--- src/hw/rtl/sfrm_pkg.sv ---
// sfrm_pkg: shared types and constants for the stereo fade/ramp/mute block.
// No dependencies.
package sfrm_pkg;

  localparam int CFG_W = 16;
  localparam int CFG_IDX_W = 2;

  typedef enum logic [CFG_IDX_W-1:0] {
    REG_FADE_UP   = 2'd0,
    REG_FADE_DOWN = 2'd1,
    REG_SILENT    = 2'd2,
    REG_HOLD      = 2'd3
  } reg_idx_t;

  typedef enum logic [1:0] {
    FUNC_SAMPLE    = 2'd0,
    FUNC_FADE_UP   = 2'd1,
    FUNC_FADE_DOWN = 2'd2,
    FUNC_NONE      = 2'd3
  } func_t;

  typedef enum logic [2:0] {
    MODE_OFF       = 3'd0,
    MODE_UP_DEAD   = 3'd1,
    MODE_UP        = 3'd2,
    MODE_DOWN      = 3'd3,
    MODE_DOWN_DEAD = 3'd4
  } mode_t;

  typedef enum logic [1:0] {
    ACT_ZERO  = 2'd0,
    ACT_PASS  = 2'd1,
    ACT_SCALE = 2'd2
  } act_t;

  typedef enum logic [2:0] {
    S_IDLE = 3'd0,
    S_MUL  = 3'd1,
    S_DIV  = 3'd2,
    S_FIN  = 3'd3,
    S_DONE = 3'd4
  } fsm_t;

endpackage

--- src/hw/rtl/stereo_fade_ramp_mute.sv ---
// stereo_fade_ramp_mute: linear fade-in/fade-out with soft mute on a stereo stream.
// Depends on sfrm_pkg. Bit-serial multiply and restoring divide, both lanes in step.
//
// Usage:
//   Input beats carry a func code and a left/right sample pair. func 0 is a
//   sample pair and yields one output beat; func 1 and 2 request a fade up or
//   down and yield nothing; func 3 is ignored.
//   Output beats carry the faded pair and the mode after that pair.
//   Commands are taken in S_IDLE and leave the engine idle. Pairs that pass or
//   mute go through S_DONE to the output register. Pairs on a ramp run a
//   shift-add multiply (S_MUL), then a restoring divide (S_DIV), one quotient
//   bit per cycle, then S_FIN and S_DONE.
//   One item is worked on at a time; in_stall is high while it runs.
//   A finished result sits in the output register while the next item is
//   taken; if the receiver stalls and a second result is ready, the engine
//   holds it and stalls the input until the output register frees up.
//   Reset: mode down_dead (muted), ramp count 0, registers at their defaults.
//   Configuration is written through cfg_we/cfg_index/cfg_wdata while idle.
module stereo_fade_ramp_mute #(
  parameter int SAMPLE_WIDTH = 24,
  parameter int RAMP_WIDTH   = 16
) (
  input  logic                             clk,
  input  logic                             rst_n,
  input  logic                             cfg_we,
  input  logic [sfrm_pkg::CFG_IDX_W-1:0]   cfg_index,
  input  logic [sfrm_pkg::CFG_W-1:0]       cfg_wdata,
  input  logic                             in_valid,
  output logic                             in_stall,
  input  logic [1:0]                       in_func,
  input  logic signed [SAMPLE_WIDTH-1:0]   in_left_in,
  input  logic signed [SAMPLE_WIDTH-1:0]   in_right_in,
  output logic                             out_valid,
  input  logic                             out_stall,
  output logic signed [SAMPLE_WIDTH-1:0]   out_left_out,
  output logic signed [SAMPLE_WIDTH-1:0]   out_right_out,
  output logic [2:0]                       out_fade_mode
);
  import sfrm_pkg::*;

  localparam int SW   = SAMPLE_WIDTH;
  localparam int RW   = RAMP_WIDTH;
  localparam int NW   = RW + 1;
  localparam int PW   = SW + NW;
  localparam int CmpW = ((RW > CFG_W) ? RW : CFG_W) + 1;
  localparam int CntW = $clog2(PW + 1);

  // config registers
  logic [CFG_W-1:0] fade_up_r, fade_down_r, silent_r;
  logic             hold_r;

  // control state
  fsm_t             state_r, state_nxt;
  mode_t            mode_r, mode_nxt;
  logic [RW-1:0]    ramp_r, ramp_nxt;
  logic             out_valid_r;
  logic [CntW-1:0]  cnt_r;

  // datapath
  logic [PW-1:0]    prod_r [2];
  logic [CFG_W-1:0] rem_r  [2];
  logic [SW-1:0]    mag_r  [2];
  logic             neg_r  [2];
  logic [CFG_W-1:0] den_r;
  logic [SW-1:0]    res_r  [2];
  mode_t            res_mode_r;
  logic [SW-1:0]    out_l_r, out_r_r;
  logic [2:0]       out_mode_r;

  logic             in_acc, is_sample, out_free;
  logic             mul_last, div_last;
  act_t             act;
  logic [NW-1:0]    d_num;
  logic [CFG_W-1:0] d_den;
  logic [CmpW-1:0]  n_ext, ramp_ext, v_min;
  logic [SW-1:0]    x_in [2];

  assign x_in[0] = in_left_in;
  assign x_in[1] = in_right_in;

  assign in_acc    = in_valid && !in_stall;
  assign is_sample = (func_t'(in_func) == FUNC_SAMPLE);
  assign out_free  = !out_valid_r || !out_stall;
  assign mul_last  = (cnt_r == CntW'(NW - 1));
  assign div_last  = (cnt_r == CntW'(PW - 1));
  assign ramp_ext  = CmpW'(ramp_r);

  // mode / ramp decision for the beat at the input
  always_comb begin
    mode_nxt = mode_r;
    ramp_nxt = ramp_r;
    act      = ACT_ZERO;
    d_num    = '0;
    d_den    = fade_up_r;
    n_ext    = '0;
    v_min    = (CmpW'(fade_down_r) < ramp_ext) ? CmpW'(fade_down_r) : ramp_ext;
    unique case (func_t'(in_func))
      FUNC_FADE_UP: begin
        if (!hold_r && (mode_r == MODE_DOWN || mode_r == MODE_DOWN_DEAD)) begin
          mode_nxt = MODE_UP_DEAD;
          ramp_nxt = '0;
        end
      end
      FUNC_FADE_DOWN: begin
        if (mode_r != MODE_DOWN && mode_r != MODE_DOWN_DEAD) begin
          if (v_min == '0) begin
            mode_nxt = MODE_DOWN_DEAD;
          end else begin
            mode_nxt = MODE_DOWN;
            ramp_nxt = v_min[RW-1:0];
          end
        end
      end
      FUNC_NONE: begin
      end
      FUNC_SAMPLE: begin
        unique case (mode_r)
          MODE_OFF: begin
            act = ACT_PASS;
          end
          MODE_UP_DEAD, MODE_UP: begin
            n_ext = ramp_ext + CmpW'(1);
            if (mode_r == MODE_UP_DEAD && n_ext <= CmpW'(silent_r)) begin
              ramp_nxt = n_ext[RW-1:0];
              act      = ACT_ZERO;
            end else begin
              if (mode_r == MODE_UP_DEAD) begin
                n_ext = CmpW'(1);
              end
              ramp_nxt = n_ext[RW-1:0];
              if (n_ext >= CmpW'(fade_up_r)) begin
                mode_nxt = MODE_OFF;
                act      = ACT_PASS;
              end else begin
                mode_nxt = MODE_UP;
                act      = ACT_SCALE;
                d_num    = n_ext[NW-1:0];
              end
            end
          end
          MODE_DOWN: begin
            d_den = fade_down_r;
            if (ramp_r <= RW'(1)) begin
              mode_nxt = MODE_DOWN_DEAD;
              ramp_nxt = '0;
            end else begin
              ramp_nxt = ramp_r - RW'(1);
              d_num    = NW'(ramp_r - RW'(1));
              act      = (fade_down_r == '0) ? ACT_ZERO : ACT_SCALE;
            end
          end
          default: begin
            mode_nxt = MODE_DOWN_DEAD;
          end
        endcase
      end
      default: begin
      end
    endcase
  end

  // sequencer: next state
  always_comb begin
    state_nxt = state_r;
    unique case (state_r)
      S_IDLE: begin
        if (in_valid && is_sample) begin
          state_nxt = (act == ACT_SCALE) ? S_MUL : S_DONE;
        end
      end
      S_MUL: begin
        if (mul_last) state_nxt = S_DIV;
      end
      S_DIV: begin
        if (div_last) state_nxt = S_FIN;
      end
      S_FIN: begin
        state_nxt = S_DONE;
      end
      S_DONE: begin
        if (out_free) state_nxt = S_IDLE;
      end
      default: begin
        state_nxt = S_IDLE;
      end
    endcase
  end

  // sequencer: outputs
  always_comb begin
    in_stall = 1'b1;
    unique case (state_r)
      S_IDLE:  in_stall = 1'b0;
      default: in_stall = 1'b1;
    endcase
  end

  always_ff @(posedge clk) begin
    if (!rst_n) begin
      fade_up_r   <= CFG_W'(2048);
      fade_down_r <= CFG_W'(2048);
      silent_r    <= '0;
      hold_r      <= 1'b1;
      state_r     <= S_IDLE;
      mode_r      <= MODE_DOWN_DEAD;
      ramp_r      <= '0;
      out_valid_r <= 1'b0;
      cnt_r       <= '0;
    end else begin
      if (cfg_we) begin
        unique case (reg_idx_t'(cfg_index))
          REG_FADE_UP:   fade_up_r   <= cfg_wdata;
          REG_FADE_DOWN: fade_down_r <= cfg_wdata;
          REG_SILENT:    silent_r    <= cfg_wdata;
          REG_HOLD:      hold_r      <= cfg_wdata[0];
          default:       hold_r      <= hold_r;
        endcase
      end
      state_r <= state_nxt;
      if (in_acc) begin
        mode_r <= mode_nxt;
        ramp_r <= ramp_nxt;
      end
      if (state_r == S_DONE && out_free) begin
        out_valid_r <= 1'b1;
      end else if (!out_stall) begin
        out_valid_r <= 1'b0;
      end
      if (state_r != state_nxt || in_acc) begin
        cnt_r <= '0;
      end else begin
        cnt_r <= cnt_r + CntW'(1);
      end
    end
  end

  // datapath, both lanes
  always_ff @(posedge clk) begin
    logic [SW:0]    sum;
    logic [CFG_W:0] trial;
    logic           big;
    for (int i = 0; i < 2; i++) begin
      sum   = '0;
      trial = '0;
      big   = 1'b0;
      unique case (state_r)
        S_IDLE: begin
          if (in_acc) begin
            neg_r[i]  <= x_in[i][SW-1];
            mag_r[i]  <= x_in[i][SW-1] ? (~x_in[i] + SW'(1)) : x_in[i];
            prod_r[i] <= PW'(d_num);
            rem_r[i]  <= '0;
            res_r[i]  <= (act == ACT_PASS) ? x_in[i] : '0;
          end
        end
        S_MUL: begin
          // LSB-first shift-add: high half accumulates, multiplier shifts out
          sum = {1'b0, prod_r[i][PW-1:NW]} + (prod_r[i][0] ? {1'b0, mag_r[i]} : '0);
          prod_r[i] <= {sum, prod_r[i][NW-1:1]};
        end
        S_DIV: begin
          trial = {rem_r[i], prod_r[i][PW-1]};
          if (trial >= {1'b0, den_r}) begin
            rem_r[i]  <= CFG_W'(trial - {1'b0, den_r});
            prod_r[i] <= {prod_r[i][PW-2:0], 1'b1};
          end else begin
            rem_r[i]  <= trial[CFG_W-1:0];
            prod_r[i] <= {prod_r[i][PW-2:0], 1'b0};
          end
        end
        S_FIN: begin
          big = |prod_r[i][PW-1:SW-1];
          if (!neg_r[i]) begin
            res_r[i] <= big ? {1'b0, {(SW-1){1'b1}}} : prod_r[i][SW-1:0];
          end else begin
            res_r[i] <= big ? {1'b1, {(SW-1){1'b0}}} : (~prod_r[i][SW-1:0] + SW'(1));
          end
        end
        default: begin
        end
      endcase
    end
    if (in_acc) begin
      den_r      <= d_den;
      res_mode_r <= mode_nxt;
    end
    if (state_r == S_DONE && out_free) begin
      out_l_r    <= res_r[0];
      out_r_r    <= res_r[1];
      out_mode_r <= res_mode_r;
    end
  end

  assign out_valid     = out_valid_r;
  assign out_left_out  = out_l_r;
  assign out_right_out = out_r_r;
  assign out_fade_mode = out_mode_r;

endmodule

--- config.mk ---
export PLATFORM = sky130hd
export DESIGN_NAME = stereo_fade_ramp_mute
export DESIGN_NICKNAME = d
export VERILOG_FILES = /design/src/hw/rtl/sfrm_pkg.sv /design/src/hw/rtl/stereo_fade_ramp_mute.sv
export SDC_FILE = /design/constraint.sdc
export NUM_CORES = 1
export LEC_CHECK = 0
export BUFFER_PORTS_ARGS = -buffer_cell sky130_fd_sc_hd__buf_2
export CAP_MARGIN = 20
export CORE_ASPECT_RATIO = 2
export CORE_MARGIN = 4
export CORE_UTILIZATION = 52
export CTS_BUF_LIST = sky130_fd_sc_hd__clkbuf_8
export DETAILED_ROUTE_END_ITERATION = 8
export PLACE_DENSITY = 0.69
export SETUP_SLACK_MARGIN = 0.4
export SLEW_MARGIN = 20
export SYNTH_ARGS = -nofsm -noshare
export SYNTH_HDL_FRONTEND = slang
export SYNTH_SLANG_ARGS = --single-unit
--- constraint.sdc ---
create_clock -name clk -period 9.3 [get_ports clk]
set_input_delay 0.93 -clock clk [delete_from_list [all_inputs] [get_ports clk]]
set_output_delay 0.93 -clock clk [all_outputs]
set_load 0.01 [all_outputs]
# Word level (Yosys, flattened, before mapping)
# Memory sizes are Yosys's and may differ from the RTL's. A register that Yosys moved wholly into a read port is not among the register bits.
# Cells that the tools add are included.
# word_totals
input_bits	73
elab_cells	202
ram_bits	212
latchBits	0
output_inout_bits	53
memories	5
regBits	100
mem_bits_ro	0
# memory_table
name	words	width	rd	rd_ports_with_merged_regs	write_ports	line_no	rtl
prod_r	2	41	2	0	2	stereo_fade_ramp_mute.sv:60	logic [PW-1:0] prod_r [2];
mag_r	2	24	2	0	2	stereo_fade_ramp_mute.sv:62	logic [SW-1:0] mag_r [2];
res_r	2	24	2	2	2	stereo_fade_ramp_mute.sv:65	logic [SW-1:0] res_r [2];
rem_r	2	16	2	0	2	stereo_fade_ramp_mute.sv:61	logic [CFG_W-1:0] rem_r [2];
neg_r	2	1	2	0	2	stereo_fade_ramp_mute.sv:63	logic neg_r [2];
# classes
addsub	12
div_mod_pow	0
mul	0
shift	0
n_lt_le_gt_ge	6
n_bitwise	19
mux	95
eq_ne	25
reduce_logical	28
# op_table
cell	count
24-bit two-way mux	14
41-bit two-way mux	6
16-bit two-way mux	12
17-bit two-way mux	8
24-bit by 1-bit adder with 24-bit output, second input constant	4
24-bit NOT	4
17-bit by 16-bit greater-or-equal comparator with 1-bit output	3
24-bit by 24-bit adder with 25-bit output	2
16-bit case mux with 3 select lines	1
18-bit OR reduction	2
17-bit case mux with 2 select lines	1
1-bit two-way mux	32
16-bit case mux with 2 select lines	1
16-bit subtractor	2
3-bit two-way mux	10
3-bit case mux with 3 select lines	2
16-bit by 1-bit adder with 17-bit output, second input constant	1
17-bit by 16-bit <= comparator with 1-bit output	1
17-bit logical NOT	1
16-bit by 1-bit subtractor with 17-bit output, second input constant	1
16-bit by 1-bit <= comparator with 1-bit output, second input constant	1
16-bit logical NOT	1
16-bit < comparator	1
16-bit by 1-bit subtractor with 16-bit output, second input constant	1
28 further kinds	73

# Longest topological paths before layout
# Gate-level depths: netlist of the first run.
# logic_depth
word_depth	18
ltp_mapped	19
mapped_depth_nobuf	16

# Worst setup path after synthesis of the first run
# OpenSTA, ideal clock, no wires.
# synth_timing
path_kind	register to register
from	register ramp_r[1]
to	memory res_r[1][3] in the netlist's numbering (data pin)
path_stages_with_launch	17
period_less_slack_ns	4.041
arrival_ns	3.785
setup_ns	0.256
required_ns	9.044
setup_slack_ns	5.259
path_buffers	2
cell_sequence	dfxtp_1 -> ha_1 -> nand4_1 -> nor4_2 -> nand3_1 -> xnor2_1 -> nor2b_1 -> ha_1 -> a211oi_1 -> o21ai_0 -> a221oi_1 -> nand3_1 -> maj3_1 -> o2111a_1 -> buf_2 -> buf_2 -> a22o_1
# synth_lines
element	line_no	rtl
start: declaration	stereo_fade_ramp_mute.sv:55	logic [RW-1:0] ramp_r, ramp_nxt;
start signal: assignment	stereo_fade_ramp_mute.sv:222	ramp_r <= ramp_nxt;
end: declaration	stereo_fade_ramp_mute.sv:65	

==> results of run 1 <==
-- registers in the layout, indices dropped and copies added (netlist names) --
signal / flops
prod_r: 82
mag_r: 48
res_r: 48
rem_r: 32
out_left_out: 24
out_right_out: 24
den_r: 16
fade_down_r: 16
fade_up_r: 16
ramp_r: 16
silent_r: 16
cnt_r: 6
mode_r: 3
out_fade_mode: 3
res_mode_r: 3
state_r: 3
neg_r: 2
hold_r: 1
out_valid: 1
-- power by group through the flow --
stage / sequential (mW) / combinational (mW) / clock (mW)
floorplan: 1.88 / 0.378 / 0
global placement: 1.91 / 0.516 / 0
detailed placement: 1.91 / 0.529 / 0
CTS: 1.87 / 0.534 / 1.43
global route: 1.88 / 0.589 / 1.49
finish: 1.87 / 0.537 / 1.40
-- layer usage --
metal	vias up	global-route usage, %
met2	695	52.6
met4	0	19.6
met1	9029	29.1
li1	8951	-
met3	270	3.16
met5	-	0
-- kinds of logic after synthesis --
logic type / Yosys count / synth area share (%)
flip-flops: 360 / 44.1
AO/OA/AOI/OAI: 636 / 19.3
AND/OR/NAND/NOR: 823 / 17.6
adder cells (fa/ha/maj): 141 / 7.87
buffers and inverters: 231 / 3.90
XOR/XNOR: 131 / 5.04
multiplexers: 48 / 2.15
-- cell usage in the layout (no fill, tap or decap), types with 33 or more instances in the layout --
cell and n:
ha_1 136, nor3_1 47, nand2_1 264, inv_1 124, dfxtp_1 78, xnor2_1 99
edfxtp_1 282, o21ai_0 125, a21boi_0 49, and2_1 52, a221o_1 40, a21oi_1 118
a22o_1 42, clkbuf_8 55, nor2b_1 40, buf_2 125, nand3_1 37, mux2i_1 44
o22ai_1 37, a211oi_1 33, nor2_1 197
-- worst paths after layout --
kind,from,endpoint,slack (ns)
max,ramp_r[1],res_r[1][21],4.10
min,res_r[1][2],out_right_out[2],0.42
max reg2reg,ramp_r[1],res_r[1][21],4.10
min reg2reg,res_r[1][2],out_right_out[2],0.42
-- area by class of cell --
cell class	instances	area, µm²
Fill cell	3837	18400
Sequential cell	360	10000
Inverter	111	417
Clock buffer	55	757
Multi-Input combinational cell	1779	11900
Timing Repair Buffer	154	856
Antenna cell	4	10.0
Tap cell	550	688
Clock inverter	42	374
-- through the flow --
step / area [µm²] / hold slack, ns
floorplan: 22800 / 0.400
global placement: 23900 / 0.404
detailed placement: 23900 / 0.405
CTS: 25000 / 0.415
global route: 25000 / 0.418
finish: 25000 / 0.415
==> metrics, run 1 <==
Non-Filler Instances=3055; Crit path max-delay family=compound AO/OA/AOI/OAI gates; synthesis-to-layout area growth=9.95%; Psw=1.05 mW; final setup vio count=0; Cell Pwr Density=153 nW/µm²; total wire length=69500 µm; hold buffers post-CTS=0; DRC Markers=0; # rows=108; EDFF count, synth=282; Critical Path Start Type=flip-flop; via count of the first global-routing pass=18900; dominant synthesized flop cell=edfxtp_1; outcome=finished, final reports clean; post-route ant nets=0; port bufs=125; Final Worst Setup Slack=4.10 ns; fmax=0.192 GHz; drt first pass iters=8; initial antenna violation count=3; Yosys top cell area share=37.2%; M1 wire length=23900 µm; Max Root-Sink Buffers=3; Arr. time, crit path=5.58 ns; Tot GR Track Use=28.4%; area of the core=43400 µm²; first-iteration detailed-routing DRC count=1286; clock sink total=360; actual transition at the worst max-transition pin=1.11 ns; DR WL/cell=22.8 µm; Max Slew Vio Count=0; Post-synth ARST share=0%; PnR Total Power=3.82 mW; CP Depth=14; residual overflow from global routing=0; Routability Congestion=1.01; unrepaired setup endpoints after global routing=no; setup tns final=0 ns; Max H-tree Level=2; clk root buf=clkbuf_8; metal3 WL=3250 µm; clk_lat worst skew=0.64 ns; Leak=9.79 nW; synth cell count leaders=edfxtp_1 (282), nand2_1 (265), nor2_1 (197); CP Class=reg -> reg; first-pass GRT wire length=106000 µm; slowest stage delay, CP=0.55 ns; CP max-delay cell=nor4_2; worst slack, placed=4.28 ns; Tmin final=5.20 ns; critical-path cell list=ha_1, nand4_1, nor4_2, nand3_1, xnor2_1, nor2b_1, ha_1, a21oi_1, o21ai_0, a221oi_1, nand3_1, maj3_1, o2111a_2, a221o_1; die area=47400 µm²; Max FO, Critical Path=48; worst hold path type=reg -> reg; met2 routed WL=36600 µm; Worst-path clk slew=0.08 ns; Cells after Synth=2370; register bit total from synthesis=360; Netlist cell types=88; proportion of layout cells with a drive suffix above 1=10.7%; Die H=304 µm; Tcrit/Tclk final=56.0%; Reg2Reg Depth=14; post-synth design cell area=22800 µm²; placed cells=2954; DIE WIDTH=156 µm; post_cts resized=0; crit end category=flip-flop; Finished Core Util=57.7%; largest net degree at the start of global routing=85; fin nets=2672; syn_nets=2583; sequential area share after synthesis=44.1%; via count=18900; WP data required=9.67 ns; internal power=2.77 mW; Net Sw Frac=27.5%; worst IR drop on VDD=0.000107 V; sequential share of power=49.1%; Setup Buffers After CTS=0; Worst Clk Skew=0.0366 ns; DP HPWL=52400 µm; Comb power frac=14.1%; Synth area leader=edfxtp_1; ranking of synthesized cells by area=edfxtp_1 (37%), ha_1 (7.5%), dfxtp_1 (6.9%), nand2_1 (4.4%), xnor2_1 (3.8%); Synth warnings=0; hold-critical path depth=0; CTS buffer count=53; Syn Area/Cell=9.60 µm²; top routing layer in use=met4; Via density=6.20; max-cap violations=0; Hold Vio Cnt, Final=0; Initial Util=52.5%; WP buf/inv=0; Rel. slew slack=25.6%; IO Count=126; clock share of power=36.8%; most common cell in the netlist=edfxtp_1; CTS tree=yes
No activity file was read; power rests on OpenSTA's default activity.
==> inputs of run 2 (changes only) <==
clock period = 5.22 ns   (was 9.3 ns; I/O delays follow)
==> metrics, run 2 (same netlist as run 1, synthesis figures left out) <==
Final Worst Setup Slack=0.600 ns; area of the core=43400 µm²; IO Count=126; Critical Path Start Type=flip-flop; Top reg by flops=prod_r; DRC Markers=0; via count of the first global-routing pass=19300; Initial Util=52.5%; CP Class=reg -> reg; post-route ant nets=0; Tmin final=4.62 ns; placed cells=2975; Rel. slew slack=32.5%; crit end category=flip-flop; Cell Pwr Density=269 nW/µm²; worst slack, placed=0.602 ns; multi-input logic area=11900 µm²; Max H-tree Level=2; largest net degree at the start of global routing=65; die area=47400 µm²; DR WL/cell=23.0 µm; Non-Filler Instances=3074; port bufs=125; clk_lat worst skew=0.63 ns; Max Slew Vio Count=0; number of flip-flops in the largest register=82; setup tns final=0 ns; final setup vio count=0; Die H=304 µm; filler cell count=3841; actual transition at the worst max-transition pin=1.01 ns; Routability Congestion=0.997; most frequent cells in the layout=edfxtp_1 (282), nand2_1 (264), nor2_1 (196), ha_1 (136); Setup Buffers After CTS=0; worst hold path type=in -> reg; max-cap violations=0; placed cell areas=24000 µm²; clock sink total=360; Max Root-Sink Buffers=3; Tcrit/Tclk final=88.5%; design area=25200 µm²; first-iteration detailed-routing DRC count=1451; first-pass GRT wire length=108000 µm; PnR Total Power=6.77 mW; FF/Latch Area=10000 µm²; via count=19100; Hold Vio Cnt, Final=0; Leak=9.89 nW; Worst-path clk slew=0.07 ns; WP data required=5.60 ns; CTS tree=yes; synthesis-to-layout area growth=10.6%; Tot GR Track Use=29.0%; worst IR drop on VDD=0.000238 V; total wire length=70600 µm; residual overflow from global routing=0; Largest regs=prod_r: 82 flops, mag_r: 48 flops, res_r: 48 flops; DIE WIDTH=156 µm; CTS buffer count=52; Arr. time, crit path=5.00 ns; initial antenna violation count=3; clk root buf=clkbuf_8; Max FO, Critical Path=24; outcome=finished, final reports clean; unrepaired setup endpoints after global routing=no; drt first pass iters=5; DP HPWL=53300 µm; fmax=0.216 GHz; most common cell after layout, fill and taps aside=edfxtp_1; Via density=6.21; Worst Clk Skew=0.0223 ns; # rows=108; fin nets=2692; proportion of layout cells with a drive suffix above 1=11.3%
==> run 2: cell types whose count changed in the layout (fill, tap and decap cells not counted), moves of 2 or more <==
cell	change
clkinv_2	-4
clkinvlp_4	-2
clkinv_1	+4
buf_4	+21
inv_4	-2
==> run 2: worst paths after layout <==
check,from,end,slack [ns],cells past startpoint
max,ramp_r[1],res_r[0][1],0.60,15
min,cfg_wdata[11],fade_down_r[11],0.17,3
max reg2reg,ramp_r[1],res_r[0][1],0.60,15
min reg2reg,res_r[1][22],out_right_out[22],0.42,0
==> run 2: what timing repair did <==
item | in CTS | in global routing
endpoints found under the setup margin | 0 | 23
hold buffers | 0 | 0
gates resized for setup | 0 | 2
==> run 2: metal layers <==
layer	track usage [%]	routed length [µm]
met1	30.0	24200
met3	3.19	3380
met2	53.2	37100
met5	0	0
met4	20.6	5990
==> run 2: per-stage QoR <==
| stage | utilization, % | hold slack, ns |
|---|---|---|
| 2_1_floorplan | - | 0.400 |
| 3_3_place_gp | 55.4 | 0.405 |
| 3_5_place_dp | 55.4 | 0.405 |
| 4_1_cts | 58.0 | 0.135 |
| 5_1_grt | 58.0 | 0.161 |
| 6_report | 58.0 | 0.173 |
==> run 2: layout make-up <==
class	count	share of cell area (%)
Multi-Input combinational cell	1779	47.3
Clock buffer	56	3.06
Sequential cell	360	39.8
Clock inverter	39	1.37
Antenna cell	4	0.0398
Timing Repair Buffer	175	4.03
Tap cell	550	2.73
Inverter	111	1.66
==> run 2: worst max-delay path: stages, from the launching register on <==
cell	delay, ns
dfxtp_1	0.50
ha_1	0.34
nand4_1	0.20
nor2_1	0.26
xnor2_1	0.29
nor2b_1	0.22
ha_1	0.28
a211o_1	0.32
o221ai_1	0.21
a21oi_1	0.08
o31ai_2	0.30
nand3_1	0.14
maj3_1	0.37
o2111a_2	0.31
buf_4	0.29
a22o_1	0.27
==> run 2: where the power goes <==
part           total (mW)  internal [mW]  switching, mW
clock                2.46           1.34           1.13
sequential           3.33           3.23          0.104
combinational       0.970          0.375          0.595
total                6.77           4.94           1.82
